### src/sv/pts_pkg.sv
`default_nettype none
package pts_pkg;
  localparam int unsigned TimerSlots = 16;
  localparam int unsigned SlotW = $clog2(TimerSlots);
  localparam logic [15:0] IdLimit = 16'hFFFF;

  typedef enum logic [1:0] {
    REQ_TICK = 2'd0,
    REQ_ADD = 2'd1,
    REQ_REMOVE = 2'd2,
    REQ_NONE = 2'd3
  } req_e;

  typedef enum logic [1:0] {
    EV_ADD = 2'd0,
    EV_REMOVE = 2'd1,
    EV_FIRED = 2'd2,
    EV_IDLE = 2'd3
  } event_e;

  typedef enum logic [2:0] {
    ST_IDLE,
    ST_SCAN,
    ST_DECIDE,
    ST_FIRE,
    ST_OUT
  } state_e;

  typedef struct packed {
    logic load;
    logic scan_clear;
    logic scan_step;
    logic commit_add;
    logic commit_remove;
    logic fire;
    logic emit;
  } cmd_t;

  typedef struct packed {
    logic scan_done;
    logic found_free;
    logic id_hit;
    logic best_found;
    logic [4:0] fired;
    req_e req;
    logic out_busy;
  } status_t;
endpackage
`default_nettype wire

### src/sv/pts_ctrl.sv
`default_nettype none
module pts_ctrl (
  input  logic             clk_i,
  input  logic             rst_ni,
  input  logic             in_valid_i,
  output logic             in_stall_o,
  input  pts_pkg::status_t sts_i,
  output pts_pkg::cmd_t    cmd_o
);
  import pts_pkg::*;

  state_e state_q, state_d;

  always_ff @(posedge clk_i or negedge rst_ni) begin
    if (!rst_ni) begin
      state_q <= ST_IDLE;
    end else begin
      state_q <= state_d;
    end
  end

  always_comb begin
    state_d = state_q;
    cmd_o = '0;
    in_stall_o = 1'b1;
    case (state_q)
      ST_IDLE: begin
        in_stall_o = sts_i.out_busy;
        if (in_valid_i && !sts_i.out_busy) begin
          cmd_o.load = 1'b1;
          cmd_o.scan_clear = 1'b1;
          state_d = ST_SCAN;
        end
      end
      ST_SCAN: begin
        if (sts_i.req == REQ_NONE) begin
          state_d = ST_IDLE;
        end else begin
          cmd_o.scan_step = 1'b1;
          if (sts_i.scan_done) begin
            state_d = ST_DECIDE;
          end
        end
      end
      ST_DECIDE: begin
        case (sts_i.req)
          REQ_ADD: begin
            if (!sts_i.out_busy) begin
              cmd_o.commit_add = 1'b1;
              state_d = ST_IDLE;
            end
          end
          REQ_REMOVE: begin
            if (!sts_i.out_busy) begin
              cmd_o.commit_remove = 1'b1;
              state_d = ST_IDLE;
            end
          end
          default: begin
            if (!sts_i.out_busy) begin
              if (sts_i.best_found) begin
                // another timer is due: the held firing is not the last one
                cmd_o.fire = 1'b1;
                cmd_o.emit = (sts_i.fired != 5'd0);
                state_d = ST_FIRE;
              end else begin
                cmd_o.emit = 1'b1;
                state_d = ST_IDLE;
              end
            end
          end
        endcase
      end
      ST_FIRE: begin
        if (sts_i.fired[4]) begin
          state_d = ST_OUT;
        end else begin
          cmd_o.scan_clear = 1'b1;
          state_d = ST_SCAN;
        end
      end
      ST_OUT: begin
        if (!sts_i.out_busy) begin
          cmd_o.emit = 1'b1;
          state_d = ST_IDLE;
        end
      end
      default: state_d = ST_IDLE;
    endcase
  end
endmodule
`default_nettype wire

### src/sv/pts_dp.sv
`default_nettype none
module pts_dp (
  input  logic             clk_i,
  input  logic             rst_ni,
  input  logic [1:0]       req_type_i,
  input  logic [15:0]      delay_i,
  input  logic [15:0]      period_i,
  input  logic [15:0]      repeat_count_i,
  input  logic [15:0]      target_id_i,
  input  pts_pkg::cmd_t    cmd_i,
  output pts_pkg::status_t sts_o,
  output logic             out_valid_o,
  input  logic             out_stall_i,
  output logic [1:0]       event_kind_o,
  output logic [15:0]      timer_id_o,
  output logic             success_o,
  output logic             last_o
);
  import pts_pkg::*;

  logic [TimerSlots-1:0] valid_q, done_q;
  logic [31:0] dl_q [TimerSlots];
  logic [15:0] per_q [TimerSlots];
  logic [15:0] rem_q [TimerSlots];
  logic [15:0] sid_q [TimerSlots];
  logic [31:0] now_q;
  logic [15:0] last_id_q;
  req_e req_q;
  logic [15:0] delay_q, period_q, count_q, target_q;
  logic [SlotW:0] idx_q;
  logic [SlotW-1:0] free_q, hit_q, best_q;
  logic free_ok_q, hit_ok_q, best_ok_q;
  logic [4:0] fired_q;
  logic [15:0] pend_q;
  logic ov_q;
  logic [1:0] kind_q;
  logic [15:0] oid_q;
  logic ok_q, last_q;

  logic [SlotW-1:0] i;
  logic [15:0] new_id, key_id;
  logic cand, better;
  logic [15:0] rem_dec;

  assign i = idx_q[SlotW-1:0];
  assign new_id = (last_id_q == IdLimit) ? 16'd1 : last_id_q + 16'd1;
  assign key_id = (req_q == REQ_ADD) ? new_id : target_q;
  assign cand = valid_q[i] && !done_q[i] && (dl_q[i] <= now_q);
  assign better = !best_ok_q || (dl_q[i] < dl_q[best_q]) ||
                  ((dl_q[i] == dl_q[best_q]) && (sid_q[i] < sid_q[best_q]));
  assign rem_dec = (rem_q[best_q] == 16'd0) ? 16'd0 : rem_q[best_q] - 16'd1;

  assign sts_o.scan_done = (idx_q == (SlotW + 1)'(TimerSlots - 1));
  assign sts_o.found_free = free_ok_q;
  assign sts_o.id_hit = hit_ok_q;
  assign sts_o.best_found = best_ok_q;
  assign sts_o.fired = fired_q;
  assign sts_o.req = req_q;
  assign sts_o.out_busy = ov_q && out_stall_i;

  always_ff @(posedge clk_i or negedge rst_ni) begin
    if (!rst_ni) begin
      valid_q <= '0;
      now_q <= '0;
      last_id_q <= '0;
      ov_q <= 1'b0;
      req_q <= REQ_NONE;
      idx_q <= '0;
      free_ok_q <= 1'b0;
      hit_ok_q <= 1'b0;
      best_ok_q <= 1'b0;
      fired_q <= '0;
      done_q <= '0;
    end else begin
      if (cmd_i.commit_add || cmd_i.commit_remove || cmd_i.emit) begin
        ov_q <= 1'b1;
      end else if (ov_q && !out_stall_i) begin
        ov_q <= 1'b0;
      end
      if (cmd_i.load) begin
        req_q <= req_e'(req_type_i);
        delay_q <= delay_i;
        period_q <= period_i;
        count_q <= repeat_count_i;
        target_q <= target_id_i;
        fired_q <= '0;
        done_q <= '0;
        if (req_e'(req_type_i) == REQ_TICK) now_q <= now_q + 32'd1;
      end
      if (cmd_i.scan_clear) begin
        idx_q <= '0;
        free_ok_q <= 1'b0;
        hit_ok_q <= 1'b0;
        best_ok_q <= 1'b0;
      end
      if (cmd_i.scan_step) begin
        idx_q <= idx_q + (SlotW + 1)'(1);
        if (!valid_q[i] && !free_ok_q) begin
          free_ok_q <= 1'b1;
          free_q <= i;
        end
        if (valid_q[i] && sid_q[i] == key_id && !hit_ok_q) begin
          hit_ok_q <= 1'b1;
          hit_q <= i;
        end
        if (cand && better) begin
          best_ok_q <= 1'b1;
          best_q <= i;
        end
      end
      if (cmd_i.commit_add) begin
        last_id_q <= new_id;
        kind_q <= EV_ADD;
        last_q <= 1'b1;
        if (free_ok_q && !hit_ok_q) begin
          valid_q[free_q] <= 1'b1;
          dl_q[free_q] <= now_q + {16'd0, delay_q};
          per_q[free_q] <= (period_q == 16'd0) ? 16'd1 : period_q;
          rem_q[free_q] <= count_q;
          sid_q[free_q] <= new_id;
          oid_q <= new_id;
          ok_q <= 1'b1;
        end else begin
          oid_q <= '0;
          ok_q <= 1'b0;
        end
      end
      if (cmd_i.commit_remove) begin
        kind_q <= EV_REMOVE;
        oid_q <= target_q;
        ok_q <= hit_ok_q;
        last_q <= 1'b1;
        if (hit_ok_q) valid_q[hit_q] <= 1'b0;
      end
      // a held firing goes out once a scan shows if it is last, or after the 16th
      if (cmd_i.emit) begin
        if (fired_q == 5'd0) begin
          kind_q <= EV_IDLE;
          oid_q <= '0;
          ok_q <= 1'b0;
          last_q <= 1'b1;
        end else begin
          kind_q <= EV_FIRED;
          oid_q <= pend_q;
          ok_q <= 1'b1;
          last_q <= !best_ok_q || fired_q[4];
        end
      end
      if (cmd_i.fire) begin
        pend_q <= sid_q[best_q];
        fired_q <= fired_q + 5'd1;
        done_q[best_q] <= 1'b1;
        rem_q[best_q] <= rem_dec;
        if (rem_dec == 16'd0) valid_q[best_q] <= 1'b0;
        else dl_q[best_q] <= now_q + {16'd0, per_q[best_q]};
      end
    end
  end

  assign out_valid_o = ov_q;
  assign event_kind_o = kind_q;
  assign timer_id_o = oid_q;
  assign success_o = ok_q;
  assign last_o = last_q;
endmodule
`default_nettype wire

### src/sv/periodic_timer_scheduler.sv
// Periodic timer scheduler, 16 timer slots.
// Input channel: in_valid_i / in_stall_o with req_type_i and the add/remove
// fields. Output channel: out_valid_o / out_stall_i with event_kind_o,
// timer_id_o, success_o, last_o. A transfer happens when valid is high and
// stall is low.
// Add and remove: one scan over all slots, then the ack. Tick: a slot scan,
// then another after each firing but the 16th, to pick the earliest deadline
// (lowest id on ties).
// A tick that fires timers gives one result per firing, last_o marks the
// final one; a tick with nothing due gives a single idle result.
// Reset clears time, the id counter and all slot valid bits.
// While the receiver stalls the result is held and the next firing waits; no
// new input is taken until the pending result has been transferred.
`default_nettype none
module periodic_timer_scheduler (
  input  logic        clk_i,
  input  logic        rst_ni,
  input  logic        in_valid_i,
  output logic        in_stall_o,
  input  logic [1:0]  req_type_i,
  input  logic [15:0] delay_i,
  input  logic [15:0] period_i,
  input  logic [15:0] repeat_count_i,
  input  logic [15:0] target_id_i,
  output logic        out_valid_o,
  input  logic        out_stall_i,
  output logic [1:0]  event_kind_o,
  output logic [15:0] timer_id_o,
  output logic        success_o,
  output logic        last_o
);
  import pts_pkg::*;

  cmd_t cmd;
  status_t sts;

  pts_ctrl u_ctrl (
    .clk_i, .rst_ni, .in_valid_i, .in_stall_o, .sts_i(sts), .cmd_o(cmd)
  );

  pts_dp u_dp (
    .clk_i, .rst_ni, .req_type_i, .delay_i, .period_i, .repeat_count_i,
    .target_id_i, .cmd_i(cmd), .sts_o(sts), .out_valid_o, .out_stall_i,
    .event_kind_o, .timer_id_o, .success_o, .last_o
  );

`ifndef SYNTHESIS
  assert property (@(posedge clk_i) disable iff (!rst_ni)
    $onehot0({cmd.commit_add, cmd.commit_remove, cmd.emit}))
    else $error("multiple result commands");
  assert property (@(posedge clk_i) disable iff (!rst_ni)
    out_valid_o && out_stall_i |=> out_valid_o && $stable(timer_id_o))
    else $error("stalled result changed");
  assert property (@(posedge clk_i) disable iff (!rst_ni)
    cmd.load |-> !in_stall_o)
    else $error("load without transfer");
`endif
endmodule
`default_nettype wire

### config.mk
export PLATFORM = sky130hd
export DESIGN_NAME = periodic_timer_scheduler
export DESIGN_NICKNAME = d
export VERILOG_FILES = /design/src/sv/pts_pkg.sv /design/src/sv/pts_ctrl.sv /design/src/sv/pts_dp.sv /design/src/sv/periodic_timer_scheduler.sv
export SDC_FILE = /design/constraint.sdc
export NUM_CORES = 2
export LEC_CHECK = 0
export BUFFER_PORTS_ARGS = -buffer_cell sky130_fd_sc_hd__buf_2
export CAP_MARGIN = 25
export CORE_MARGIN = 2
export CORE_UTILIZATION = 65
export DETAILED_ROUTE_END_ITERATION = 10
export PLACE_DENSITY = 0.82
export SLEW_MARGIN = 20
export SYNTH_ARGS = -nofsm -noshare
export SYNTH_HDL_FRONTEND = slang
export SYNTH_SLANG_ARGS = --single-unit
### constraint.sdc
create_clock -name clk_i -period 15.5 [get_ports clk_i]
set_input_delay 3.1 -clock clk_i [delete_from_list [all_inputs] [get_ports clk_i]]
set_output_delay 3.1 -clock clk_i [all_outputs]
set_load 0.03 [all_outputs]
Word level (Yosys, flattened, before mapping)
Memory sizes are Yosys's and may differ from the RTL's. A register that Yosys moved wholly into a read port is not among the register bits. Index checks and enable logic that the tools add are counted. W data, S select, Z words.

Register bits: 211. RAM bits: 1280. Bits of input ports: 70. Output and inout bits: 22. Word-level logic and storage cells: 213. Memories: 4.

Add/subtract/negate cells: 7. Order comparisons: 10. Equal/unequal tests: 14. Multiplexer cells: 97. Bitwise logic cells: 6. Reductions and logical operators: 51.

Memory list: u_dp.dl_q (words 16, bits a word 32, rd ports 2, clocked after memory_dff 1, write ports 1, line pts_dp.sv:22) `logic [31:0] dl_q [TimerSlots];`; u_dp.per_q (words 16, bits a word 16, rd ports 1, clocked after memory_dff 1, write ports 1, line pts_dp.sv:23) `logic [15:0] per_q [TimerSlots];`; u_dp.rem_q (words 16, bits a word 16, rd ports 1, clocked after memory_dff 1, write ports 1, line pts_dp.sv:24) `logic [15:0] rem_q [TimerSlots];`; u_dp.sid_q (words 16, bits a word 16, rd ports 2, clocked after memory_dff 1, write ports 1, line pts_dp.sv:25) `logic [15:0] sid_q [TimerSlots];`.

Operators with widths (number): $mux W16 (18); $add A32 B16 Y32 (2); $logic_not A16 Y1 (3); $mux W1 (45); $add A32 B1 Y32 const B (1); $and A16 B16 Y16 (2); $eq A32 B32 Y1 (1); $le A32 B32 Y1 (1); $lt A32 B32 Y1 (1); $mux W32 (1); $not A16 Y16 (2); $or A16 B16 Y16 (2); $reduce_or A32 Y1 (1); $mux W3 (8); $mux W4 (6); $lt A4 B5 Y1 const B (4); $mux W5 (4); $logic_and A1 B1 Y1 (17); $add A16 B1 Y16 const B (1); $eq A16 B16 Y1 (1); $eq A16 B16 Y1 const B (1); $lt A16 B16 Y1 (1); $reduce_or A16 Y1 (1); $sub A16 B1 Y16 const B (1); other kinds (27) (60).

Longest topological paths before layout
Depth after elaboration: 13. Mapped depth: 31. Depth with buffers taken out: 27.

Hierarchy
Synthesis repeated with hierarchy kept, for this count alone.

Cells, all modules: 5174. Area total of the unflattened synthesis: 76993.8 um^2.

Modules (own cells, without submodules): pts_dp (instances 1, cells an instance 5126, area an instance 76617.2 um^2); pts_ctrl (instances 1, cells an instance 48, area an instance 376.6 um^2).

Worst setup path after synthesis
No wires, ideal clock.

Kind: input -> register. Start point: input port out_stall_i. End point: memory u_dp.dl_q[0][30], data pin. Arrival time: 7758 ps. Data required time: 15203 ps. Path slack: 7444 ps. Cell stages on the path: 21. Path buffers: 2. Path through: and2_1 -> nor4_1 -> and3_1 -> clkbuf_1 -> nand2_1 -> clkinv_1 -> o21a_4 -> buf_6 -> mux2_4 -> ha_1 -> fa_1 -> a21o_1 -> a21oi_1 -> o21bai_1 -> a21oi_1 -> o21bai_1 -> nand2_1 -> a311oi_1 -> a21oi_1 -> nor3_1 -> xnor2_1.

Word-level cells in the longest chain between the ends: 9.

Ends and longest elaborated chain: start: declaration (line periodic_timer_scheduler.sv:26) `input logic out_stall_i,`; $logic_and A1 B1 Y1 (line pts_dp.sv:59) `assign sts_o.out_busy = ov_q && out_stall_i;`; $mux W2 (line pts_ctrl.sv:60) `if (!sts_i.out_busy) begin`; $mux W2 (line pts_ctrl.sv:46) `case (sts_i.req)`; $mux W3 (line pts_ctrl.sv:26) `case (state_q)`; $mux W1 (line pts_dp.sv:149) `if (cmd_i.fire) begin`; $logic_and A1 B1 Y1 (not written as such) (line pts_dp.sv:155) `else dl_q[best_q] <= now_q + {16'd0, per_q[best_q]};`; $mux W1 (not written as such) (line pts_dp.sv:155); $reduce_or A32 Y1 (no source line); $mux W32 (no source line); end: declaration (line pts_dp.sv:22).

Every way passes these cells.

Final worst setup path
Start point: input port out_stall_i. End point: memory u_dp.dl_q[14][22], data pin.

Same word-level chain as after synthesis.

==> reports/qor.csv <==
stage,metric,value,unit
yosys,Post-synth EDFFs,1392,
pwr,leakage dissipation,0.0245,uW
min_path,Worst Hold Class,reg2reg,
placement,Post-Place Cell Area,69800,sq um
finish,share of cells above drive strength 1,30.9,%
setup_path,critical path arrival,10310,ps
pwr,Pint,7230,uW
run,max_cap viols,0,
yosys,Adder-Cell Fraction of Synth Area,1.98,%
setup_path,Worst Setup Path Type,in2reg,
sta,Worst Tran Pin Value,1110,ps
grt,number of global-route vias before repair,39200,
route,drt drc,0,
sta,post-route setup slack,5770,ps
grt,largest net degree at the start of global routing,126,
die,Die Width,326,um
yosys,post-synth top area share,62.2,%
pwr,Psw,2470,uW
yosys,Ys Warns,0,
clock_tree,clock sinks,1495,
route,routed vias,38300,
clock_tree,Clock Latency Late Sink,770,ps
clock_tree,CTS tree,done,
placement,routability-driven placement congestion ratio,0.898,
sta,Pins Over Slew Limit,0,
sta,WHS,481,ps
pwr,Sequential Power Share,47.9,%
yosys,largest family of logic cells by synthesized area,multiplexers,
yosys,"count leader, synth",edfxtp_1,
sta,Final min period,9730,ps
grt,total gr overflow,0,
route,DRT Wirelength,178,mm
yosys,Mapped Nets,3669,
finish,FILL cells,5629,
setup_path,WP data required,16080,ps
die,IO Pins,92,
clock_tree,CTS max path bufs,3,
clock_tree,H-tree levels,4,
placement,dpl hpwl,98.8,mm
grt,GRT Total Usage,34.0,%
grt,first-pass GRT wire length,260,mm
finish,Final #Nets,3820,
sta,FMAX,103,MHz
yosys,Post-Syn Area,67200,sq um
clock_tree,Clock Tree Root,clkbuf_16,
outcome,outcome,"complete, no violations",
route,drt wl/cell,34.6,um
setup_path,CP max FO,32,
sta,final setup fails,0,
yosys,Synth area leaders,"edfxtp_1 62%, mux4_2 21%, dfrtp_1 3.6%",
die,num rows,117,
setup_path,Worst setup SP type,input pin,
yosys,post-synthesis compound-gate area fraction,3.13,%
finish,Post-Layout Cell Count,5141,
yosys,Post-Synth XOR/XNOR Area,1.34,%
sta,fin crit share,62.8,%
route,Final ANT Viol Nets,0,
die,Core Region,102000,sq um
placement,Placed Cells incl. Taps,4851,
clock_tree,setup bufs post-CTS,0,
clock_tree,hold_buf cts,0,
die,die area,106000,sq um
placement,dpl ws,5140,ps
yosys,post-synthesis mux area share,22.2,%
sta,Slew Limit Headroom,25.9,%
route,vias per cell,7.45,
pwr,Cell Pwr Density,130,nW/um^2
sta,"Hold Vio Cnt, Final",0,
pwr,maximum vdd drop,0.110,mV
clock_tree,# resized after CTS,0,
yosys,synthesized flop and latch total,1495,
yosys,most frequent cells after synthesis,"1392 x edfxtp_1, 632 x mux4_2, 139 x nand2_1",
pwr,Comb pwr share,15.4,%
yosys,Gate Count Post-Synth,3493,
yosys,asr flop ratio synth,6.62,%
die,Starting Density,65.8,%
yosys,Cell variety after synth,81,
yosys,"area leader, netlist",edfxtp_1,
yosys,prevailing post-synth register cell,edfxtp_1,
finish,area grow syn2layout,11.4,%
placement,Port-buffer cells,91,
clock_tree,"Clk pin slew, worst setup/hold paths",60,ps
finish,design area,74900,sq um
yosys,Post-Synth Simple-Gate Area,3.48,%
clock_tree,cts bufs inserted,147,
sta,setup TNS,0,ps
route,Iteration-0 DRC Markers,5916,
yosys,sequential area share after synthesis,66.0,%
setup_path,CP Capture Type,flop,
route,TritonRoute pass-1 iters,6,
pwr,Switching Fraction,25.5,%
grt,initial antenna violation count,8,
pwr,Clock power frac,36.6,%
die,overall die height,326,um
sta,Worst Skew,28.0,ps
yosys,syn avg cell area,19.2,sq um
sta,RSZ-0062 raised after global routing,no,
-- power groups by stage --
stage / sequential (uW) / combinational [uW] / clock, uW
after floorplan: 4630 / 1100 / 0
after global placement: 4730 / 1390 / 0
after detailed placement: 4730 / 1450 / 0
after CTS: 4650 / 1470 / 3580
after global routing: 4660 / 1590 / 3730
final: 4650 / 1500 / 3560
-- metrics by stage --
step,total power (uW),utilization [%]
after global placement,6120,68.2
after global routing,9970,73.3
final,9700,73.3
after detailed placement,6190,68.3
after floorplan,5730,-
after CTS,9700,73.0
-- flip-flops by register name (all words and copies together) (netlist names), 32 cells and up, named ones only --
register    cells
u_dp.per_q    256
u_dp.rem_q    256
u_dp.now_q     32
u_dp.sid_q    256
u_dp.dl_q     512
-- area by class of cell --
cell class | count | area [sq um] | area share [%]
tap | 1368 | 1710 | 2.29
clock buffer | 194 | 4030 | 5.38
timing repair buffer | 200 | 1360 | 1.82
multi-input combinational | 1696 | 22200 | 29.7
inverter | 104 | 390 | 0.521
sequential | 1495 | 44400 | 59.3
clock inverter | 79 | 768 | 1.03
antenna | 5 | 12.5 | 0.0167
-- worst max-delay path, cell delays in order --
cell and delay [ps]:
buf_2 150, and2_1 200, nor4_1 570, and3_1 580
nand2_1 700, clkinv_1 270, o21a_4 700, mux2_4 360
ha_1 210, fa_1 460, a21o_1 200, a21oi_1 230
o21bai_1 110, a21oi_1 280, o21bai_1 150, nand2_1 130
a311oi_1 210, a21oi_2 690, nor2_1 150, xnor2_1 540
clkbuf_2 290
-- metal layers --
metal	vias to the layer above	global-route usage [%]	wire length [um]
met3	580	8.09	22000
met4	2	13.7	7760
met1	19700	46.7	61500
met2	3169	53.7	86700
met5	-	0	10
li1	14900	-	-
-- placed cells by master, fill, tap and decap left out, types with 21 or more instances in the layout --
master,netlist,layout
nand4_1,34,34
clkinv_1,1,25
a21o_1,29,29
o21ai_0,70,69
ha_1,105,105
buf_4,5,91
dfrtp_1,97,93
xnor2_1,75,59
nor2_1,119,93
nor3_1,48,46
nand2_1,139,139
mux4_2,632,632
clkbuf_16,0,151
xor2_1,28,23
edfxtp_1,1392,1392
inv_1,103,102
a21oi_1,105,104
clkinv_2,0,21
buf_2,15,95
a22oi_1,28,28
clkbuf_1,117,34
nand3_1,32,32
-- kinds of logic after synthesis --
logic type | Yosys count
AO/OA/AOI/OAI | 330
XOR/XNOR | 103
adder cells (fa/ha/maj) | 106
buffers and inverters | 302
flip-flops | 1495
multiplexers | 677
AND/OR/NAND/NOR | 480
-- path summary, 6_finish.rpt --
check                                     startpoint                       endpoint  slack, ps  cells after the start
setup / recovery                         out_stall_i    u_dp.dl_q[14][22]$_DFFE_PP_       5770                     21
hold / removal             u_dp.done_q[10]$_DFF_PN0_      u_dp.done_q[10]$_DFF_PN0_        480                      2
setup reg to reg                                flop    u_dp.dl_q[14][22]$_DFFE_PP_       5820                     24
hold reg to reg            u_dp.done_q[10]$_DFF_PN0_      u_dp.done_q[10]$_DFF_PN0_        480                      2
max in group asynchronous                     rst_ni      u_dp.idx_q[2]$_DFFE_PN0P_      11640                      2
min in group asynchronous                     rst_ni  u_dp.last_id_q[0]$_DFFE_PN0P_       2330                      1
(Power assumes the default switching activity.)
